==> src/rtl/core/t16rc_pkg.sv <==
// Shared constants for the Thumb 16-bit relocation classifier.
package t16rc_pkg;

  typedef logic [15:0] insn_t;
  typedef logic [2:0]  reloc_class_t;

  localparam reloc_class_t CLS_NONE    = 3'd0;
  localparam reloc_class_t CLS_GENERIC = 3'd1;
  localparam reloc_class_t CLS_LITERAL = 3'd2;
  localparam reloc_class_t CLS_ADR     = 3'd3;
  localparam reloc_class_t CLS_CBZ     = 3'd4;
  localparam reloc_class_t CLS_BCOND   = 3'd5;
  localparam reloc_class_t CLS_B       = 3'd6;
  localparam reloc_class_t CLS_BLXREG  = 3'd7;

  localparam logic [3:0] REG_PC = 4'hf;

  // High-register data processing opcodes (bits 9:8)
  localparam logic [1:0] HOP_ADD = 2'd0;
  localparam logic [1:0] HOP_CMP = 2'd1;
  localparam logic [1:0] HOP_MOV = 2'd2;
  localparam logic [1:0] HOP_BX  = 2'd3;

endpackage

==> src/rtl/core/thumb16_relocation_classifier.sv <==
// Top level: classifies one Thumb halfword per transaction into a relocation class.
//
//   Channel  Ports                               Direction
//   input    in_valid, in_stall, in_instruction  in (in_stall out)
//   result   out_valid, out_stall,               out (out_stall in)
//            out_relocation_class
//
// One transaction per cycle sustained while out_stall is low; an accepted
// halfword passes the input register, then the result register. The decode
// is a shallow priority match between the two registers. Reset clears both
// valid flags. A stalled result holds in the result register; the input register
// keeps taking a new transaction until it too is full; in_stall follows from that.
module thumb16_relocation_classifier (
  input  logic                    clk,
  input  logic                    rst_n,
  input  logic                    in_valid,
  output logic                    in_stall,
  input  logic [15:0]             in_instruction,
  output logic                    out_valid,
  input  logic                    out_stall,
  output logic [2:0]              out_relocation_class
);

  logic                   s1_valid_r, s1_valid_nxt;
  t16rc_pkg::insn_t       s1_insn_r;
  logic                   out_valid_r, out_valid_nxt;
  t16rc_pkg::reloc_class_t out_class_r;
  t16rc_pkg::reloc_class_t cls;
  logic                   out_free;
  logic                   in_take;

  // Handshake and pipeline advance
  assign out_free      = !out_valid_r || !out_stall;
  assign in_stall      = s1_valid_r && !out_free;
  assign in_take       = in_valid && !in_stall;
  assign s1_valid_nxt  = in_take || (s1_valid_r && !out_free);
  assign out_valid_nxt = (s1_valid_r && out_free) || (out_valid_r && out_stall);

  always_ff @(posedge clk) begin
    if (!rst_n) begin
      s1_valid_r  <= 1'b0;
      out_valid_r <= 1'b0;
    end else begin
      s1_valid_r  <= s1_valid_nxt;
      out_valid_r <= out_valid_nxt;
    end
  end

  // Payload registers
  always_ff @(posedge clk) begin
    if (in_take) begin
      s1_insn_r <= in_instruction;
    end
    if (out_free) begin
      out_class_r <= cls;
    end
  end

  // Priority decode of the registered halfword
  always_comb begin
    logic [1:0] hop;
    logic [3:0] rm;
    logic [3:0] rn;
    logic [7:0] rlist;
    logic [2:0] rbase;
    hop   = s1_insn_r[9:8];
    rm    = s1_insn_r[6:3];
    rn    = {s1_insn_r[7], s1_insn_r[2:0]};
    rlist = s1_insn_r[7:0];
    rbase = s1_insn_r[10:8];
    cls   = t16rc_pkg::CLS_NONE;
    priority if (s1_insn_r[15:14] == 2'b00) begin
      cls = t16rc_pkg::CLS_GENERIC;
    end else if (s1_insn_r[15:10] == 6'b010000) begin
      cls = t16rc_pkg::CLS_GENERIC;
    end else if (s1_insn_r[15:10] == 6'b010001) begin
      // High-register ADD/CMP/MOV/BX
      unique case (hop)
        t16rc_pkg::HOP_ADD: begin
          cls = (rn != t16rc_pkg::REG_PC && rm != t16rc_pkg::REG_PC)
              ? t16rc_pkg::CLS_GENERIC : t16rc_pkg::CLS_NONE;
        end
        t16rc_pkg::HOP_CMP: begin
          if (rn == t16rc_pkg::REG_PC || rm == t16rc_pkg::REG_PC) begin
            cls = t16rc_pkg::CLS_NONE;
          end else if (!rn[3] && !rm[3]) begin
            cls = t16rc_pkg::CLS_NONE;
          end else begin
            cls = t16rc_pkg::CLS_GENERIC;
          end
        end
        t16rc_pkg::HOP_MOV: begin
          cls = (rm == t16rc_pkg::REG_PC) ? t16rc_pkg::CLS_NONE : t16rc_pkg::CLS_GENERIC;
        end
        t16rc_pkg::HOP_BX: begin
          // SBZ bits must be clear; bit 7 marks the link form
          if (s1_insn_r[2:0] != 3'd0) begin
            cls = t16rc_pkg::CLS_NONE;
          end else begin
            cls = s1_insn_r[7] ? t16rc_pkg::CLS_BLXREG : t16rc_pkg::CLS_GENERIC;
          end
        end
        default: cls = t16rc_pkg::CLS_NONE;
      endcase
    end else if (s1_insn_r[15:11] == 5'b01001) begin
      cls = t16rc_pkg::CLS_LITERAL;
    end else if (s1_insn_r[15:12] == 4'b0101) begin
      cls = t16rc_pkg::CLS_GENERIC;
    end else if (s1_insn_r[15:13] == 3'b011) begin
      cls = t16rc_pkg::CLS_GENERIC;
    end else if (s1_insn_r[15:13] == 3'b100) begin
      cls = t16rc_pkg::CLS_GENERIC;
    end else if (s1_insn_r[15:11] == 5'b10101) begin
      cls = t16rc_pkg::CLS_GENERIC;
    end else if (s1_insn_r[15:11] == 5'b10100) begin
      cls = t16rc_pkg::CLS_ADR;
    end else if (s1_insn_r[15:12] == 4'b1011) begin
      // Miscellaneous group; PUSH/POP and CBZ/CBNZ ignore bit 11
      priority if (s1_insn_r[11:8] == 4'b0000) begin
        cls = t16rc_pkg::CLS_GENERIC;
      end else if (s1_insn_r[10:9] == 2'b10) begin
        cls = t16rc_pkg::CLS_GENERIC;
      end else if (s1_insn_r[11:8] == 4'b1110) begin
        cls = t16rc_pkg::CLS_GENERIC;
      end else if (!s1_insn_r[10] && s1_insn_r[8]) begin
        cls = t16rc_pkg::CLS_CBZ;
      end else begin
        cls = t16rc_pkg::CLS_NONE;
      end
    end else if (s1_insn_r[15:12] == 4'b1100) begin
      // LDM/STM: reject empty list or list holding the base
      if (rlist == 8'd0 || rlist[rbase]) begin
        cls = t16rc_pkg::CLS_NONE;
      end else begin
        cls = t16rc_pkg::CLS_GENERIC;
      end
    end else if (s1_insn_r[15:12] == 4'b1101) begin
      priority if (s1_insn_r[11:8] == 4'b1111) begin
        cls = t16rc_pkg::CLS_GENERIC;
      end else if (s1_insn_r[11:8] == 4'b1110) begin
        cls = t16rc_pkg::CLS_NONE;
      end else begin
        cls = t16rc_pkg::CLS_BCOND;
      end
    end else if (s1_insn_r[15:11] == 5'b11101 && s1_insn_r[0]) begin
      cls = t16rc_pkg::CLS_NONE;
    end else if (s1_insn_r[15:11] == 5'b11100) begin
      cls = t16rc_pkg::CLS_B;
    end else begin
      // 32-bit prefixes and anything left
      cls = t16rc_pkg::CLS_NONE;
    end
  end

  assign out_valid            = out_valid_r;
  assign out_relocation_class = out_class_r;

endmodule

==> config.mk <==
export PLATFORM = sky130hd
export DESIGN_NAME = thumb16_relocation_classifier
export DESIGN_NICKNAME = d
export VERILOG_FILES = /design/src/rtl/core/t16rc_pkg.sv /design/src/rtl/core/thumb16_relocation_classifier.sv
export SDC_FILE = /design/constraint.sdc
export NUM_CORES = 1
export LEC_CHECK = 0
export BUFFER_PORTS_ARGS = -buffer_cell sky130_fd_sc_hd__buf_2
export CAP_MARGIN = 20
export CORE_MARGIN = 2
export CORE_UTILIZATION = 35
export DETAILED_ROUTE_END_ITERATION = 10
export GPL_ROUTABILITY_DRIVEN = 0
export SYNTH_ARGS = -nofsm -noshare
export SYNTH_HDL_FRONTEND = slang
export SYNTH_SLANG_ARGS = --single-unit
==> constraint.sdc <==
create_clock -name clk -period 1.8 [get_ports clk]
set_input_delay 0.36 -clock clk [delete_from_list [all_inputs] [get_ports clk]]
set_output_delay 0.36 -clock clk [all_outputs]
set_load 0.05 [all_outputs]
==> flow_summary.yaml <==
place:
  place.detailed.hpwl_mm: 1.35
  dp.cells: 126
  numPortBuffers: 24
pwr:
  peakVddDrop_v: 0.000553
  leakage_uw: 0.000448
  p_int_uw: 702
  clockPowerShare_pct: 24.1
  p_per_area_nw_per_um2: 795
  power_frac_seq_pct: 63.8
  p_comb_share_pct: 12.0
  p_sw_uw: 231
  p_sw_share_pct: 24.8
  power_uw: 933
logic_synthesis:
  ys_ff_latch: 21
  synthesis.area_um2: 1000
  postSynthCellCount: 74
  synth_top_area_share_pct: 56.8
  synth_edf_count: 19
  syn_nets: 94
  synthMuxAreaShare_pct: 6.23
  synthXorXnorAreaFrac_pct: 0
  synth_top_family_by_area: "simple AND/OR/NAND/NOR gates"
  ys.flop_type: "edfxtp_1"
  avgSynthCellArea_um2: 13.6
  yosys.area.top_type: "edfxtp_1"
  synthArstFlopShare_pct: 0
  synth_fa_ha_area_share_pct: 0
  synthTopCellsByArea: "edfxtp_1, mux4_1, dfxtp_1"
  yosysUniqueCellTypes: 38
  synth-simple-area-share_pct: 15.3
  synth_compound_gate_area_share_pct: 13.8
  yosysSeqAreaShare_pct: 60.8
  yosysWarnings: 0
layout:
  nets: 120
  layout-drive-gt1-share_pct: 33.3
  fin_cells: 130
  area_growth_pct: 16.8
  n_fill_cell: 257
  antenna_cells: 0
die:
  ios: 25
  die-area_um2: 3320
  rows: 19
  dieHeight_um: 57.6
  start_util_pct: 36.8
  die_x_um: 57.6
  core_um2: 2730
sta:
  min_period_over_period_pct: 88.2
  max_freq_mhz: 630
  setup-tns-final_ns: 0
  worst_pin_slew_ns: 0.442
  rsz0062_at_grt: "no"
  post-route-min-period_ns: 1.59
  clock_skew_ns: 0.00206
  slew_headroom_pct: 70.5
  hold_viol: 0
  slew_violations: 0
  setup_violations: 0
cts:
  cts.clk_slew.worst_paths_ns: 0.12
  cts_max_level: 1
  clk_latency_ns: 0.29
  cts_hold_buf: 0
  tritoncts: "done"
  cts_resized: 0
  clockRootBuffer: "clkbuf_4"
  clockBufferDepth: 2
  cts_sinks: 21
  cts_inserted_buffers: 3
  cts_setup_buffers: 0
setup_path:
  crit_start: "out_valid"
  critical_path_class: "register to primary output"
  cp-start-kind: "register"
  cp-end-kind: "primary output"
  reg2reg_depth: 4
  crit_fanout: 4
  endpoint: "in_stall"
  cp_data_required_time_ns: 1.44
  rrSetupSlack_ns: 0.22
  crit_arrival_ns: 1.23
  timing.rr.end: "out_relocation_class[0]"
  r2r_start: "s1_insn_r[13]"
drt:
  postRouteAntennaNets: 0
  drt_wl_total_mm: 1.77
  drc: 0
  routedWlPerCell_um: 13.6
  drt-initial-drc-count: 31
  via_count: 702
  routed_via_density: 5.40
  dr.pass1.iters: 4
grt:
  grt_pass1_vias: 657
  grt_remaining_overflow: 0
  antenna_found_initial: 0
  grt_max_degree: 17
  grt_pass1_wl_mm: 2.97
  grtUsageTotal_pct: 11.8
min_path:
  hold_depth: 1
  worstHoldPathType: "input pin to register"
flow_run:
  cap_violations: 0
outcome:
  run_status: "finished clean"
## flip-flops by register name, summed over array words and instances (netlist names)
register              cells
out_relocation_class      3
s1_valid_r                1
s1_insn_r                16
out_valid                 1
## power groups by stage
stage / Sequential, uW / Clock, uW / Combinational, uW
after detailed placement: 607 / 0 / 113
final: 596 / 225 / 112
after global routing: 601 / 259 / 122
after global placement: 607 / 0 / 111
after CTS: 596 / 229 / 113
after floorplan: 618 / 0 / 61.8
## through the flow
step / instance area (um^2) / utilization (%) / worst slack, ns / hold slack, ns
6_report: 1170 / 42.9 / 0.213 / 0.230
2_1_floorplan: 1010 / - / 0.0575 / 0.451
3_3_place_gp: 1150 / 42.0 / 0.282 / 0.467
4_1_cts: 1170 / 42.9 / 0.211 / 0.223
3_5_place_dp: 1150 / 42.0 / 0.246 / 0.476
5_1_grt: 1170 / 42.9 / 0.0986 / 0.207
## area by class of cell
type                    count  area (um^2)  area share (%)
clock buffers               4         26.3            2.24
inverters                   4         15.0            1.28
multi-input cells          46          363            30.9
flip-flops and latches     21          611            52.0
well taps                  31         38.8            3.30
repair buffers             24          120            10.2
## logic make-up (layout without fill, tap and decap cells)
logic type | count (synthesis) | in the layout
multiplexers | 3 | 3
flip-flops | 21 | 21
buffers and inverters | 7 | 32
AO/OA/AOI/OAI | 18 | 18
AND/OR/NAND/NOR | 25 | 25
## worst max-delay path: stages, from the launching register on
cell	delay, ns
dfxtp_1	0.38
and3_1	0.25
buf_2	0.29
## worst min-delay path by stage
stage | from | endpoint | slack (ns)
detailed placement | s1_valid_r | out_valid | 0.48
global placement | s1_valid_r | out_valid | 0.47
global route | in_instruction[11] | s1_insn_r[11] | 0.21
floorplan | s1_valid_r | out_valid | 0.45
CTS | in_instruction[2] | s1_insn_r[2] | 0.22
finish | in_instruction[11] | s1_insn_r[11] | 0.23
## Yosys cell counts (2+ instances only)
| library cell | n |
|---|---|
| a21oi_1 | 3 |
| dfxtp_1 | 2 |
| edfxtp_1 | 19 |
| inv_1 | 4 |
| mux4_1 | 2 |
| nand2_1 | 3 |
| nand4_1 | 4 |
| nor2_1 | 3 |
| nor2b_1 | 2 |
| nor3_1 | 2 |
| o21a_1 | 2 |
| o22ai_1 | 2 |
## layer usage
metal  track usage, %  vias to the layer above  wire, um
met3             2.72                        2        63
li1                 -                      345         -
met5                0                        -         0
met4             2.99                        0         8
met1             16.7                      340       818
met2             18.2                       15       884
## cells in the final DEF, fill, tap and decap left out, drive strengths merged, types with 2 or more instances in the layout
master,instances
a21oi,3
buf,24
clkbuf,4
dfxtp,2
edfxtp,19
inv,4
mux4,2
nand2,3
nand4,4
nor2,3
nor2b,2
nor3,3
o21a,2
o22ai,2
Note: power is estimated with default switching activity, not from simulation.
